$ cat src/rtl/assert_macros.svh
// Assertion macros used by the RTL file that checks itself.
`ifndef ASSERT_MACROS_SVH
`define ASSERT_MACROS_SVH

// Clocked check, masked while reset is asserted.
`define ZVD_ASSERT(label, prop, msg) \
    label: assert property (@(posedge i_clk) disable iff (!i_rst_n) prop) else $error(msg);

// Clocked check that also holds while reset is asserted.
`define ZVD_ASSERT_ALWAYS(label, prop, msg) \
    label: assert property (@(posedge i_clk) prop) else $error(msg);

`endif

$ cat src/rtl/zvd_pkg.sv
// Types and constants of the zero-velocity detector.
`default_nettype none

package zvd_pkg;

    localparam int AXIS_W  = 16;
    localparam int LIM_W   = 15;
    localparam int TIME_W  = 24;
    localparam int STEP_W  = 16;
    localparam int NORM_W  = 32;
    localparam int CFG_IDX_W = 3;
    localparam int CFG_DATA_W = 24;

    typedef enum logic [CFG_IDX_W-1:0] {
        REG_GRAVITY    = 3'd0,
        REG_ACCEL_TOL  = 3'd1,
        REG_GYRO_LIMIT = 3'd2,
        REG_SPEED_LIM  = 3'd3,
        REG_HOLD_TIME  = 3'd4
    } t_cfg_idx;

    localparam int GRAVITY_RST   = 10042;
    localparam int ACCEL_TOL_RST = 256;
    localparam int GYRO_LIM_RST  = 410;
    localparam int SPEED_LIM_RST = 256;
    localparam int HOLD_TIME_RST = 500000;

    localparam logic [NORM_W-1:0] ACC_HI_SQ_RST =
        NORM_W'((GRAVITY_RST + ACCEL_TOL_RST) * (GRAVITY_RST + ACCEL_TOL_RST));
    localparam logic [NORM_W-1:0] ACC_LO_SQ_RST =
        NORM_W'((GRAVITY_RST - ACCEL_TOL_RST) * (GRAVITY_RST - ACCEL_TOL_RST));
    localparam logic [NORM_W-1:0] GYRO_SQ_RST  = NORM_W'(GYRO_LIM_RST * GYRO_LIM_RST);
    localparam logic [NORM_W-1:0] SPEED_SQ_RST = NORM_W'(SPEED_LIM_RST * SPEED_LIM_RST);

    localparam logic [TIME_W-1:0] TIME_MAX = {TIME_W{1'b1}};

    // squared thresholds handed from the register file to the datapath
    typedef struct packed {
        logic [NORM_W-1:0] acc_hi_sq;
        logic [NORM_W-1:0] acc_lo_sq;
        logic              acc_lo_en;
        logic [NORM_W-1:0] gyro_sq;
        logic [NORM_W-1:0] speed_sq;
        logic [TIME_W-1:0] hold_time;
    } t_bounds;

endpackage

`default_nettype wire

$ cat src/rtl/zvd_norm.sv
// Squared Euclidean norm of one signed 3-axis vector.
`default_nettype none

module zvd_norm (
    input  wire logic signed [zvd_pkg::AXIS_W-1:0] i_x,
    input  wire logic signed [zvd_pkg::AXIS_W-1:0] i_y,
    input  wire logic signed [zvd_pkg::AXIS_W-1:0] i_z,
    output logic             [zvd_pkg::NORM_W-1:0] o_norm_sq
);

    logic signed [2*zvd_pkg::AXIS_W-1:0] sq_x;
    logic signed [2*zvd_pkg::AXIS_W-1:0] sq_y;
    logic signed [2*zvd_pkg::AXIS_W-1:0] sq_z;

    assign sq_x = (2*zvd_pkg::AXIS_W)'(i_x) * (2*zvd_pkg::AXIS_W)'(i_x);
    assign sq_y = (2*zvd_pkg::AXIS_W)'(i_y) * (2*zvd_pkg::AXIS_W)'(i_y);
    assign sq_z = (2*zvd_pkg::AXIS_W)'(i_z) * (2*zvd_pkg::AXIS_W)'(i_z);

    // each square is at most 2^30, so the sum of three stays below 2^32
    assign o_norm_sq = zvd_pkg::NORM_W'(sq_x[2*zvd_pkg::AXIS_W-2:0])
                     + zvd_pkg::NORM_W'(sq_y[2*zvd_pkg::AXIS_W-2:0])
                     + zvd_pkg::NORM_W'(sq_z[2*zvd_pkg::AXIS_W-2:0]);

endmodule

`default_nettype wire

$ cat config.mk
export PLATFORM = sky130hd
export DESIGN_NAME = zvd_norm
export DESIGN_NICKNAME = d
export VERILOG_FILES = /design/src/rtl/assert_macros.svh /design/src/rtl/zvd_pkg.sv /design/src/rtl/zvd_norm.sv
export SDC_FILE = /design/constraint.sdc
export NUM_CORES = 2
export LEC_CHECK = 0
export BUFFER_PORTS_ARGS = -buffer_cell sky130_fd_sc_hd__buf_2
export CAP_MARGIN = 20
export CORE_UTILIZATION = 50
export DETAILED_ROUTE_END_ITERATION = 16
export PLACE_DENSITY = 0.77
export REMOVE_ABC_BUFFERS = 1
export SYNTH_ARGS = -nofsm -noshare
export SYNTH_HDL_FRONTEND = slang
export SYNTH_SLANG_ARGS = --single-unit
$ cat constraint.sdc
create_clock -name vclk -period 15.51
set_clock_uncertainty 0.05 [all_clocks]
set_input_delay 0 -clock vclk [all_inputs]
set_output_delay 0 -clock vclk [all_outputs]
set_load 0.01 [all_outputs]
# Word level (Yosys, flattened, before mapping)
# Index checks and enable logic that the tools add are counted.
# Widths: inputs -> output; s select.
# totals
latchBits	0
mem_bits_ro	0
memories	0
mem_bits_rw	0
register_bits	0
in_bits	48
# classes
multipliers	3
eq_ne	0
n_mux	0
magnitude_cmp	0
shifts	0
n_div	0
add_sub_neg	2
bitwise	0
n_reduce_logical	0
# op_table
cell	n
$mul 16x16->31	3
$add 31x31->32	1
$add 32x31->32	1

# Depth between registers and ports, before layout
# logic_depth
word_depth	3
mapped_depth	35

# Worst setup path before layout
# No wires, ideal clock.
# synth_timing
kind	input port to output port
start	input i_y[1] (netlist name)
end	output o_norm_sq[30] (netlist name)
stages	29
path_buffers	2
t_required_ns	15.460
arrival_ns	7.547
setup_slack_ns	7.913
path_cell_list	clkbuf_1 clkbuf_1 nand2_1 fa_1 inv_1 fa_1 fa_1 fa_1 fa_1 inv_1 fa_1 inv_1 ha_1 a21o_1 a21oi_1 nor2_1 a211oi_1 a21oi_2 o21ai_1 a21oi_1 a2111oi_1 fa_1 inv_1 ha_1 and4_1 a221o_1 a31oi_1 nor4_1 nor3_1
# synth_via
elab_chain_cells	3
# synth_rtl
item	line_no	text
from (decl)	zvd_norm.sv:6	input wire logic signed [zvd_pkg::AXIS_W-1:0] i_y,
$mul 16x16->31	zvd_norm.sv:16	assign sq_y = (2*zvd_pkg::AXIS_W)'(i_y) * (2*zvd_pkg::AXIS_W)'(i_y);
$add 31x31->32	zvd_norm.sv:21	+ zvd_pkg::NORM_W'(sq_y[2*zvd_pkg::AXIS_W-2:0])
$add 32x31->32	zvd_norm.sv:22	+ zvd_pkg::NORM_W'(sq_z[2*zvd_pkg::AXIS_W-2:0]);
to (decl)	zvd_norm.sv:8	output logic [zvd_pkg::NORM_W-1:0] o_norm_sq
# Every way passes these cells.

# Worst setup path after layout
# layout_timing
start	input i_x[4] (netlist name)
end	output o_norm_sq[29] (netlist name)
# layout_via
elab_chain_cells	3
# layout_rtl
item	line_no	text
from (decl)	zvd_norm.sv:5	input wire logic signed [zvd_pkg::AXIS_W-1:0] i_x,
$mul 16x16->31	zvd_norm.sv:15	assign sq_x = (2*zvd_pkg::AXIS_W)'(i_x) * (2*zvd_pkg::AXIS_W)'(i_x);
$add 31x31->32	zvd_norm.sv:21	
$add 32x31->32	zvd_norm.sv:22	
# Every way passes these cells.

==> flow_summary.toml <==
[global_route]
globalRouteOverflowTotal = 0
antenna_found_initial = 0
track_usage = 0.228
grt_max_degree = 23
grt_first_pass_wirelength_um = 109000
grt_pass1_vias = 22600

[cts]
cts-resized-gates = 0
postCtsSetupRepairBufs = 0
cts_hold_buf = 0

[synthesis]
yosys_warnings = 0
synth_area_leader_cell = "fa_1"
synth_top_area_share = 0.498
ys_top_cells_by_area = "fa_1 50%, inv_1 14%, ha_1 13%, nand2_1 3.7%, xnor2_1 2.7%"
synthesis.instances = 3273
seq_area_frac_synth = 0
syn_avg_cell_area_um2 = 8.83
synth_cell_types = 80
syn-cell-area_um2 = 28900

[sta]
fin_setup_tns_ns = 0
slew_violations = 0
layout_min_cycle_time_ns = 8.47
finalCritPeriodShare = 0.546
worstMarginPinSlew_ns = 0.822
rsz0062_at_grt = "no"
relSlewSlack = 0.449
timing.fmax_mhz = 118
final-setup-viol-count = 0
fin_hold_ws_ns = 0.722
finalHoldViolCount = 0

[setup_path]
endpoint_kind = "output pin"
slowest_stage = "fa_1"
slowest_delay_ns = 0.53
crit_required_ns = 15.46
critPathMostFrequentCell = "fa_1"
worstPathMaxFanout = 21
crit_type = "input pin to output pin"
start_kind = "input pin"
cp.arrival_ns = 8.42

[placed_design]
globalplace.congestion = 0.921
io_buffers = 80
hpwl_um = 55800
detailed_place.area_um2 = 30000

[cells_and_area]
diodes = 0
nClkBuffers = 0
areaGrowthSynthToFinish_pct = 3.68
postLayoutCellArea_um2 = 30000
nets = 4337
nFillCells = 5157
drive_gt1_frac = 0.0384
seq_area_um2 = 0
seq_cell_count = 0
utilization = 0.528

[run]
maxCapViolCount = 0

[floorplanning]
ioPinCount = 80
die_y_um = 242
start_util = 0.509
core_um2 = 56700
rows = 87
die_w_um = 242
die_area_um2 = 58700

[drt]
drt_wl_total_um = 62900
drc = 0
dr.first_iter.drc_count = 1130
first_pass_iters = 6
vias = 20700
vias_per_cell = 5.13
antenna_left = 0
wl_per_cell_um = 15.6

[status]
status = "complete, no violations"

[worst_hold_path]
hold_path_class = "input pin to output pin"
-- worst max-delay path: cells and delay by family --
kind	cells	cell delay [ns]
buffers and inverters	8	0.95
adders and majority gates	9	4.03
AOI/OAI and AO/OA	9	1.98
and+or+nand+nor	5	0.92
xor gates and xnor gates	2	0.54
-- final cells by class --
class / instances / area [um^2] / share of cell area
multi-input combinational: 2149 / 24700 / 0.823
inverter: 1051 / 3950 / 0.132
tap: 756 / 946 / 0.0316
timing repair buffer: 80 / 400 / 0.0134
-- cell usage after synthesis, drive strengths merged, types with 10 or more instances --
cell type and count:
a211oi 10, a21o 43, a21oi 79, a31o 10, and2 112, and3 18
clkbuf 69, fa 718, ha 289, inv 1051, nand2 282, nand2b 22
nand3 29, nor2 135, nor2b 18, nor3 22, o211ai 11, o21a 12
o21ai 60, o21bai 19, or2 10, xnor2 90, xor2 51
-- metrics by stage --
| step | std cells | worst slack, ns |
|---|---|---|
| 4_1_cts | 4036 | 7.09 |
| 6_report | 4036 | 7.04 |
| 5_1_grt | 4036 | 6.56 |
| 3_5_place_dp | 4036 | 7.15 |
| 2_1_floorplan | 3200 | 8.28 |
| 3_3_place_gp | 4036 | 7.21 |
-- routing by layer --
| layer | global-route usage | vias up | wire length, um |
|---|---|---|---|
| li1 | - | 9615 | - |
| met1 | 0.298 | 10500 | 25700 |
| met2 | 0.402 | 510 | 32100 |
| met3 | 0.0312 | 89 | 3570 |
| met4 | 0.0486 | 0 | 1500 |
| met5 | 0 | - | 0 |
-- layout by cell type, fill, tap and decap left out, drive strengths merged, types with 19 or more instances in the layout --
cell type / instances
nand3: 29
a21o: 43
buf: 80
nand2: 282
xor2: 51
ha: 289
xnor2: 90
nand2b: 22
and2: 112
inv: 1051
o21bai: 19
o21ai: 60
a21oi: 79
nor2: 135
nor3: 22
fa: 718
-- logic make-up after synthesis --
kind of cell	after synthesis	share of synthesized area
adder cells (fa/ha/maj)	1007	0.623
XOR/XNOR	141	0.0427
multiplexers	4	0.00147
AND/OR/NAND/NOR	681	0.110
AO/OA/AOI/OAI	316	0.0762
buffers and inverters	1124	0.146
-- worst paths after layout --
| kind | startpoint | endpoint | cells after the start |
|---|---|---|---|
| max | i_x[4] | o_norm_sq[29] | 33 |
| min | i_x[0] | o_norm_sq[1] | 3 |
Power is left out: the tool's default activity adds up to more than one toggle a clock period on the data nets, which glitch-free logic cannot reach.
