[config.mk]
export PLATFORM = sky130hd
export DESIGN_NAME = zvd_cfg
export DESIGN_NICKNAME = d
export VERILOG_FILES = /design/src/rtl/assert_macros.svh /design/src/rtl/zvd_pkg.sv /design/src/rtl/zvd_cfg.sv
export SDC_FILE = /design/constraint.sdc
export NUM_CORES = 2
export LEC_CHECK = 0
export BUFFER_PORTS_ARGS = -buffer_cell sky130_fd_sc_hd__buf_2
export CAP_MARGIN = 15
export CORE_AREA = 2 2 239 241
export CTS_CLUSTER_DIAMETER = 40
export DETAILED_ROUTE_END_ITERATION = 8
export DIE_AREA = 0 0 241 243
export PLACE_DENSITY = 0.78
export SETUP_SLACK_MARGIN = 0.02
export SLEW_MARGIN = 20
export SYNTH_ARGS = -nofsm -noshare
export SYNTH_HDL_FRONTEND = slang
export SYNTH_SLANG_ARGS = --single-unit
[constraint.sdc]
create_clock -name i_clk -period 10.73 [get_ports i_clk]
set_input_delay 1.073 -clock i_clk [delete_from_list [all_inputs] [get_ports i_clk]]
set_output_delay 1.073 -clock i_clk [all_outputs]
set_load 0.02 [all_outputs]
[src/rtl/assert_macros.svh]
// Assertion macros used by the RTL file that checks itself.
`ifndef ASSERT_MACROS_SVH
`define ASSERT_MACROS_SVH

// Clocked check, masked while reset is asserted.
`define ZVD_ASSERT(label, prop, msg) \
    label: assert property (@(posedge i_clk) disable iff (!i_rst_n) prop) else $error(msg);

// Clocked check that also holds while reset is asserted.
`define ZVD_ASSERT_ALWAYS(label, prop, msg) \
    label: assert property (@(posedge i_clk) prop) else $error(msg);

`endif

[src/rtl/zvd_pkg.sv]
// Types and constants of the zero-velocity detector.
`default_nettype none

package zvd_pkg;

    localparam int AXIS_W  = 16;
    localparam int LIM_W   = 15;
    localparam int TIME_W  = 24;
    localparam int STEP_W  = 16;
    localparam int NORM_W  = 32;
    localparam int CFG_IDX_W = 3;
    localparam int CFG_DATA_W = 24;

    typedef enum logic [CFG_IDX_W-1:0] {
        REG_GRAVITY    = 3'd0,
        REG_ACCEL_TOL  = 3'd1,
        REG_GYRO_LIMIT = 3'd2,
        REG_SPEED_LIM  = 3'd3,
        REG_HOLD_TIME  = 3'd4
    } t_cfg_idx;

    localparam int GRAVITY_RST   = 10042;
    localparam int ACCEL_TOL_RST = 256;
    localparam int GYRO_LIM_RST  = 410;
    localparam int SPEED_LIM_RST = 256;
    localparam int HOLD_TIME_RST = 500000;

    localparam logic [NORM_W-1:0] ACC_HI_SQ_RST =
        NORM_W'((GRAVITY_RST + ACCEL_TOL_RST) * (GRAVITY_RST + ACCEL_TOL_RST));
    localparam logic [NORM_W-1:0] ACC_LO_SQ_RST =
        NORM_W'((GRAVITY_RST - ACCEL_TOL_RST) * (GRAVITY_RST - ACCEL_TOL_RST));
    localparam logic [NORM_W-1:0] GYRO_SQ_RST  = NORM_W'(GYRO_LIM_RST * GYRO_LIM_RST);
    localparam logic [NORM_W-1:0] SPEED_SQ_RST = NORM_W'(SPEED_LIM_RST * SPEED_LIM_RST);

    localparam logic [TIME_W-1:0] TIME_MAX = {TIME_W{1'b1}};

    // squared thresholds handed from the register file to the datapath
    typedef struct packed {
        logic [NORM_W-1:0] acc_hi_sq;
        logic [NORM_W-1:0] acc_lo_sq;
        logic              acc_lo_en;
        logic [NORM_W-1:0] gyro_sq;
        logic [NORM_W-1:0] speed_sq;
        logic [TIME_W-1:0] hold_time;
    } t_bounds;

endpackage

`default_nettype wire

[src/rtl/zvd_cfg.sv]
// Configuration registers and the squared thresholds derived from them.
`default_nettype none

module zvd_cfg (
    input  wire logic                             i_clk,
    input  wire logic                             i_rst_n,
    input  wire logic                             i_cfg_valid,
    input  wire logic [zvd_pkg::CFG_IDX_W-1:0]    i_cfg_index,
    input  wire logic [zvd_pkg::CFG_DATA_W-1:0]   i_cfg_data,
    output zvd_pkg::t_bounds                      o_bounds
);

    logic [zvd_pkg::LIM_W-1:0]  r_gravity;
    logic [zvd_pkg::LIM_W-1:0]  r_accel_tol;
    logic [zvd_pkg::LIM_W-1:0]  r_gyro_limit;
    logic [zvd_pkg::LIM_W-1:0]  r_speed_limit;
    logic [zvd_pkg::TIME_W-1:0] r_hold_time;

    zvd_pkg::t_bounds           r_bounds;
    zvd_pkg::t_bounds           n_bounds;

    logic [zvd_pkg::LIM_W:0]    acc_hi;
    logic [zvd_pkg::LIM_W-1:0]  acc_lo;

    always_ff @(posedge i_clk) begin
        if (!i_rst_n) begin
            r_gravity     <= zvd_pkg::LIM_W'(zvd_pkg::GRAVITY_RST);
            r_accel_tol   <= zvd_pkg::LIM_W'(zvd_pkg::ACCEL_TOL_RST);
            r_gyro_limit  <= zvd_pkg::LIM_W'(zvd_pkg::GYRO_LIM_RST);
            r_speed_limit <= zvd_pkg::LIM_W'(zvd_pkg::SPEED_LIM_RST);
            r_hold_time   <= zvd_pkg::TIME_W'(zvd_pkg::HOLD_TIME_RST);
        end else if (i_cfg_valid) begin
            case (zvd_pkg::t_cfg_idx'(i_cfg_index))
                zvd_pkg::REG_GRAVITY:    r_gravity     <= i_cfg_data[zvd_pkg::LIM_W-1:0];
                zvd_pkg::REG_ACCEL_TOL:  r_accel_tol   <= i_cfg_data[zvd_pkg::LIM_W-1:0];
                zvd_pkg::REG_GYRO_LIMIT: r_gyro_limit  <= i_cfg_data[zvd_pkg::LIM_W-1:0];
                zvd_pkg::REG_SPEED_LIM:  r_speed_limit <= i_cfg_data[zvd_pkg::LIM_W-1:0];
                zvd_pkg::REG_HOLD_TIME:  r_hold_time   <= i_cfg_data[zvd_pkg::TIME_W-1:0];
                default: ;
            endcase
        end
    end

    assign acc_hi = {1'b0, r_gravity} + {1'b0, r_accel_tol};
    assign acc_lo = r_gravity - r_accel_tol;

    always_comb begin
        n_bounds.acc_hi_sq = zvd_pkg::NORM_W'(acc_hi) * zvd_pkg::NORM_W'(acc_hi);
        n_bounds.acc_lo_sq = zvd_pkg::NORM_W'(acc_lo) * zvd_pkg::NORM_W'(acc_lo);
        // lower bound only applies when it does not go negative
        n_bounds.acc_lo_en = (r_gravity >= r_accel_tol);
        n_bounds.gyro_sq   = zvd_pkg::NORM_W'(r_gyro_limit) * zvd_pkg::NORM_W'(r_gyro_limit);
        n_bounds.speed_sq  = zvd_pkg::NORM_W'(r_speed_limit) * zvd_pkg::NORM_W'(r_speed_limit);
        n_bounds.hold_time = r_hold_time;
    end

    // thresholds are registered from the written config registers
    always_ff @(posedge i_clk) begin
        if (!i_rst_n) begin
            r_bounds.acc_hi_sq <= zvd_pkg::ACC_HI_SQ_RST;
            r_bounds.acc_lo_sq <= zvd_pkg::ACC_LO_SQ_RST;
            r_bounds.acc_lo_en <= 1'b1;
            r_bounds.gyro_sq   <= zvd_pkg::GYRO_SQ_RST;
            r_bounds.speed_sq  <= zvd_pkg::SPEED_SQ_RST;
            r_bounds.hold_time <= zvd_pkg::TIME_W'(zvd_pkg::HOLD_TIME_RST);
        end else begin
            r_bounds <= n_bounds;
        end
    end

    assign o_bounds = r_bounds;

endmodule

`default_nettype wire

-- Word level (Yosys, flattened, before mapping)
Index checks and enable logic that the tools add are counted.
- register bits: 237
- equality and inequality tests: 4
- add/subtract/negate cells: 2
- multiply operators: 4
- reduce and logical (&&, ||, !) cells: 6
- $lt $le $gt $ge: 1
- operator list (cell ; count):
    $mul 15x15->30 ; 3
    $mul 16x16->32 ; 1
    $add 15x15->16 ; 1
    $ge 15x15->1 ; 1
    $sub 15x15->15 ; 1
    $reduce_and 2->1 ; 5
    $eq 3x2->1 const B ; 2
    $eq 3x1->1 const B ; 1
    $eq 3x3->1 const B ; 1
    $logic_not 3->1 ; 1

-- Logic depth before layout (Yosys ltp)
- depth in word-level cells: 2
- mapped depth: 35
- gate-level depth less buffers: 34

-- Worst setup path after synthesis
No wires, ideal clock.
- kind: register to register
- from: register r_accel_tol[2] in the netlist's numbering
- to: register r_bounds (netlist bit o_bounds[152])
- arrival time: 7.825 ns
- period minus slack after synthesis: 7.884 ns
- path slack: 2.846 ns
- stages on the path, launching flop included: 30
- library setup time: 0.059 ns
- path through: dfxtp_1 inv_1 ha_1 buf_4 nand2b_1 a221oi_1 o311ai_1 a21o_1 xnor2_1 clkinv_1 and2_1 fa_1 inv_1 fa_1 inv_1 fa_1 inv_1 fa_1 inv_1 fa_1 fa_1 ha_1 a21oi_1 o21ai_0 o311a_4 a311oi_4 nand3_2 a311o_1 or3_1 nand2_1
- cells in the longest elaborated chain, start to end: 2
- RTL lines (item ; line ; source):
    start: declaration ; zvd_cfg.sv:14 ; logic [zvd_pkg::LIM_W-1:0] r_accel_tol;
    start signal: assignment ; zvd_cfg.sv:28 ; r_accel_tol <= zvd_pkg::LIM_W'(zvd_pkg::ACCEL_TOL_RST);
    start signal: assignment ; zvd_cfg.sv:35 ; zvd_pkg::REG_ACCEL_TOL: r_accel_tol <= i_cfg_data[zvd_pkg::LIM_W-1:0];
    $add 15x15->16 ; zvd_cfg.sv:44 ; assign acc_hi = {1'b0, r_gravity} + {1'b0, r_accel_tol};
    $mul 16x16->32 ; zvd_cfg.sv:48 ; n_bounds.acc_hi_sq = zvd_pkg::NORM_W'(acc_hi) * zvd_pkg::NORM_W'(acc_hi);
    end signal: assignment ; zvd_cfg.sv:67 ; r_bounds <= n_bounds;
    end: declaration ; zvd_cfg.sv:19 ; zvd_pkg::t_bounds r_bounds;
Every way passes these cells.
A chain may end at the register's enable or synchronous reset.

-- Worst setup path in the final report
Same ends and word-level chain as after synthesis.

==> impl_metrics.yaml <==
outcome:
  status: "finished, final reports clean"
pwr:
  seq_power_share_pct: 9.6
  powerDensity_nw_per_um2: 296.5
  p_total_mw: 10.77
  internal-power_mw: 5.330
  power_switching_mw: 5.439
  p_clk_share_pct: 12.6
  comb_power_share_pct: 77.8
  swShare_pct: 50.51
  ir_drop_mv: 0.4553
  leakage_nw: 19.39
synthesis:
  synth_cell_type_count: 75
  synth-seq-cells: 226
  ys_seq_area_share_pct: 13.54
  netlist_instances: 3756
  synth_edf_count: 0
  ys_warn_count: 0
  synthFlopType: "dfxtp_1"
  synth-async-reset-ratio_pct: 0
  syn_area_per_cell_um2: 8.897
  synth_area_um2: 33420
global_routing:
  grt_max_degree: 81
  grt_pass1_vias: 26370
  grt_usage_pct: 27.45
  grt_first_pass_wirelength_mm: 128.9
  antenna_found_initial: 8
  gr-total-overflow: 0
sta:
  worst_slew_pin_slew_ns: 1.136
  period_share_pct: 84.27
  setup_violations: 0
  slew_violations: 0
  fmax_mhz: 110.6
  hold_viol: 0
  fin_setup_tns_ns: 0
  slew-limit-headroom_pct: 23.97
  fin_crit_ns: 9.043
  rsz0062_at_grt: "false"
  clock_skew_ns: 0.04244
critical_path:
  crit_top_cell: "fa_1"
  required_ns: 11.23
  slowest_delay_ns: 0.64
  end_kind: "flip-flop"
  crit_fanout: 10
  crit_slowest_cell: "xnor2_1"
  worstSetupEndpoint: "o_bounds[152]$_SDFF_PN0_"
  worstSetupStartpointType: "flip-flop"
  r2r_cells: 28
  r2r-end: "o_bounds[152]$_SDFF_PN0_"
  worst_ep_arrival_time_ns: 9.54
  rrSetupSlack_ns: 1.69
  reg2reg_from: "r_accel_tol[2]$_SDFFE_PN0P_"
  worstSetupStartpoint: "r_accel_tol[2]$_SDFFE_PN0P_"
  critPathKind: "flip-flop to flip-flop"
cells_and_area:
  areaGrowthSynthToFinish_pct: 8.705
  layout_commonest_cell: "inv_1"
  final_layout_size_suffix_gt1_share_pct: 7.515
  stdcell_count: 4657
  mostFrequentLayoutCells: "782 x inv_1, 576 x fa_1, 458 x nand2_1, 390 x ha_1, 245 x nor2_1"
  fin_nets: 4864
clocking:
  clock-sinks: 226
  cts_tree: "done"
  cts_htree_levels: 2
  post_cts_resized: 0
  clockBufferDepth: 3
  root_buffer: "clkbuf_16"
  post_cts_buffers: 0
  cts_made_buffers: 40
  cts-hold-fix-buffers: 0
  clkLatencyLatePin_ns: 0.59
  clk_pin_slew_worst_paths_ns: 0.05
die:
  rows: 87
  io_pins: 183
  initial_core_util_pct: 59.73
  core_area_um2: 55950
  die_w_um: 241
  die_area_um2: 58560
  die_h_um: 243
drt:
  drt_iter0_markers: 1618
  ant_nets: 0
  vias: 25090
  drcViolationCount: 0
  first_pass_iters: 7
  viasPerCell: 5.388
  wl_per_cell_um: 16.49
  routed_wl_mm: 76.80
placement:
  portBuffers: 172
  dp_hpwl_mm: 61.64
  place.gp.congestion: 0.9337
  place_inst: 4582
hold_path:
  min_path_type: "flip-flop to flip-flop"
job:
  cap_violations: 0
[registers in the layout, indices dropped and copies added, names as in the netlist]
| register | cells |
|---|---|
| r_speed_limit | 15 |
| r_gyro_limit | 15 |
| r_hold_time | 24 |
| r_gravity | 15 |
| o_bounds | 142 |
| r_accel_tol | 15 |
[kinds of logic (layout without fill, tap and decap cells)]
family | after synthesis | in the layout | share of synthesized area [%]
other | 1 | 12 | 0.01122
XOR/XNOR | 130 | 130 | 3.452
AO/OA/AOI/OAI | 432 | 432 | 8.413
multiplexers | 11 | 11 | 0.3445
AND/OR/NAND/NOR | 1065 | 1065 | 14.56
flip-flops | 226 | 226 | 13.54
buffers and inverters | 925 | 1059 | 10.57
adder cells (fa/ha/maj) | 966 | 966 | 49.11
[worst max-delay path: cells and delay by family (launching register included)]
family                   cells  cell delay (ns)
AO/OA/AOI/OAI                8             2.35
XOR/XNOR                     1             0.64
adder cells (fa/ha/maj)      8             3.73
buffers and inverters        6             0.78
flip-flops                   1             0.35
AND/OR/NAND/NOR              5             1.10
[layer usage]
metal  GRT usage (%)  wire [um]
met1           34.85      31100
met2           46.83      37840
met3           5.959       5434
met4           8.170       2351
met5               0         70
[synthesized netlist by cell type, types with 23 or more instances]
| library cell | n | share of area (%) |
|---|---|---|
| inv_1 | 783 | 8.8 |
| fa_1 | 576 | 35 |
| nand2_1 | 458 | 5.1 |
| ha_1 | 390 | 15 |
| nor2_1 | 246 | 2.8 |
| dfxtp_1 | 226 | 14 |
| a21oi_1 | 165 | 2.5 |
| and2_1 | 157 | 2.9 |
| clkbuf_1 | 102 | 1.1 |
| a21o_1 | 71 | 1.6 |
| xnor2_1 | 70 | 1.8 |
| o21ai_0 | 60 | 0.90 |
| xor2_1 | 58 | 1.5 |
| nand3_1 | 42 | 0.63 |
| nand2b_1 | 35 | 0.66 |
| nor2b_1 | 28 | 0.52 |
| nor3_1 | 23 | 0.34 |
[stage by stage]
| step | worst slack (ns) | utilization, % | cell area (um^2) | hold WS (ns) |
|---|---|---|---|---|
| final | 1.687 | 64.92 | 36330 | 0.4400 |
| after global routing | 1.212 | 64.92 | 36320 | 0.4764 |
| after CTS | 1.777 | 64.91 | 36320 | 0.4387 |
| after detailed placement | 1.871 | 62.31 | 34860 | 0.4258 |
| after global placement | 2.067 | 62.31 | 34860 | 0.4212 |
| after floorplan | 2.846 | - | 33450 | 0.4107 |
[power groups by stage]
stage          Sequential (mW)  Clock [mW]  Combinational, mW
2_1_floorplan             1.17           0               6.31
3_3_place_gp              1.06           0               8.07
3_5_place_dp              1.06           0               8.35
4_1_cts                   1.04        1.38               8.42
5_1_grt                   1.05        1.42               9.55
6_report                  1.04        1.35               8.38
[cell type report]
type | count | area [um^2]
Sequential cell | 226 | 4524
Clock buffer | 50 | 1089
Antenna cell | 2 | 5.005
Clock inverter | 23 | 365.4
Inverter | 793 | 2979
Fill cell | 4695 | 19630
Timing Repair Buffer | 193 | 1021
Multi-Input combinational cell | 2614 | 25400
Tap cell | 756 | 945.9
[worst min-delay path by stage]
stage | to | slack, ns | depth (start not counted) | start
6_report | o_bounds[18]$_SDFF_PN1_ | 0.44 | 1 | r_hold_time[18]$_SDFFE_PN1P_
5_1_grt | o_bounds[18]$_SDFF_PN1_ | 0.48 | 1 | r_hold_time[18]$_SDFFE_PN1P_
4_1_cts | o_bounds[18]$_SDFF_PN1_ | 0.44 | 1 | r_hold_time[18]$_SDFFE_PN1P_
3_5_place_dp | o_bounds[17]$_SDFF_PN1_ | 0.43 | 1 | r_hold_time[17]$_SDFFE_PN1P_
3_3_place_gp | o_bounds[17]$_SDFF_PN1_ | 0.42 | 1 | r_hold_time[17]$_SDFFE_PN1P_
2_1_floorplan | o_bounds[13]$_SDFF_PN1_ | 0.41 | 1 | r_hold_time[13]$_SDFFE_PN1P_
Note: power is estimated with default switching activity, not from simulation.
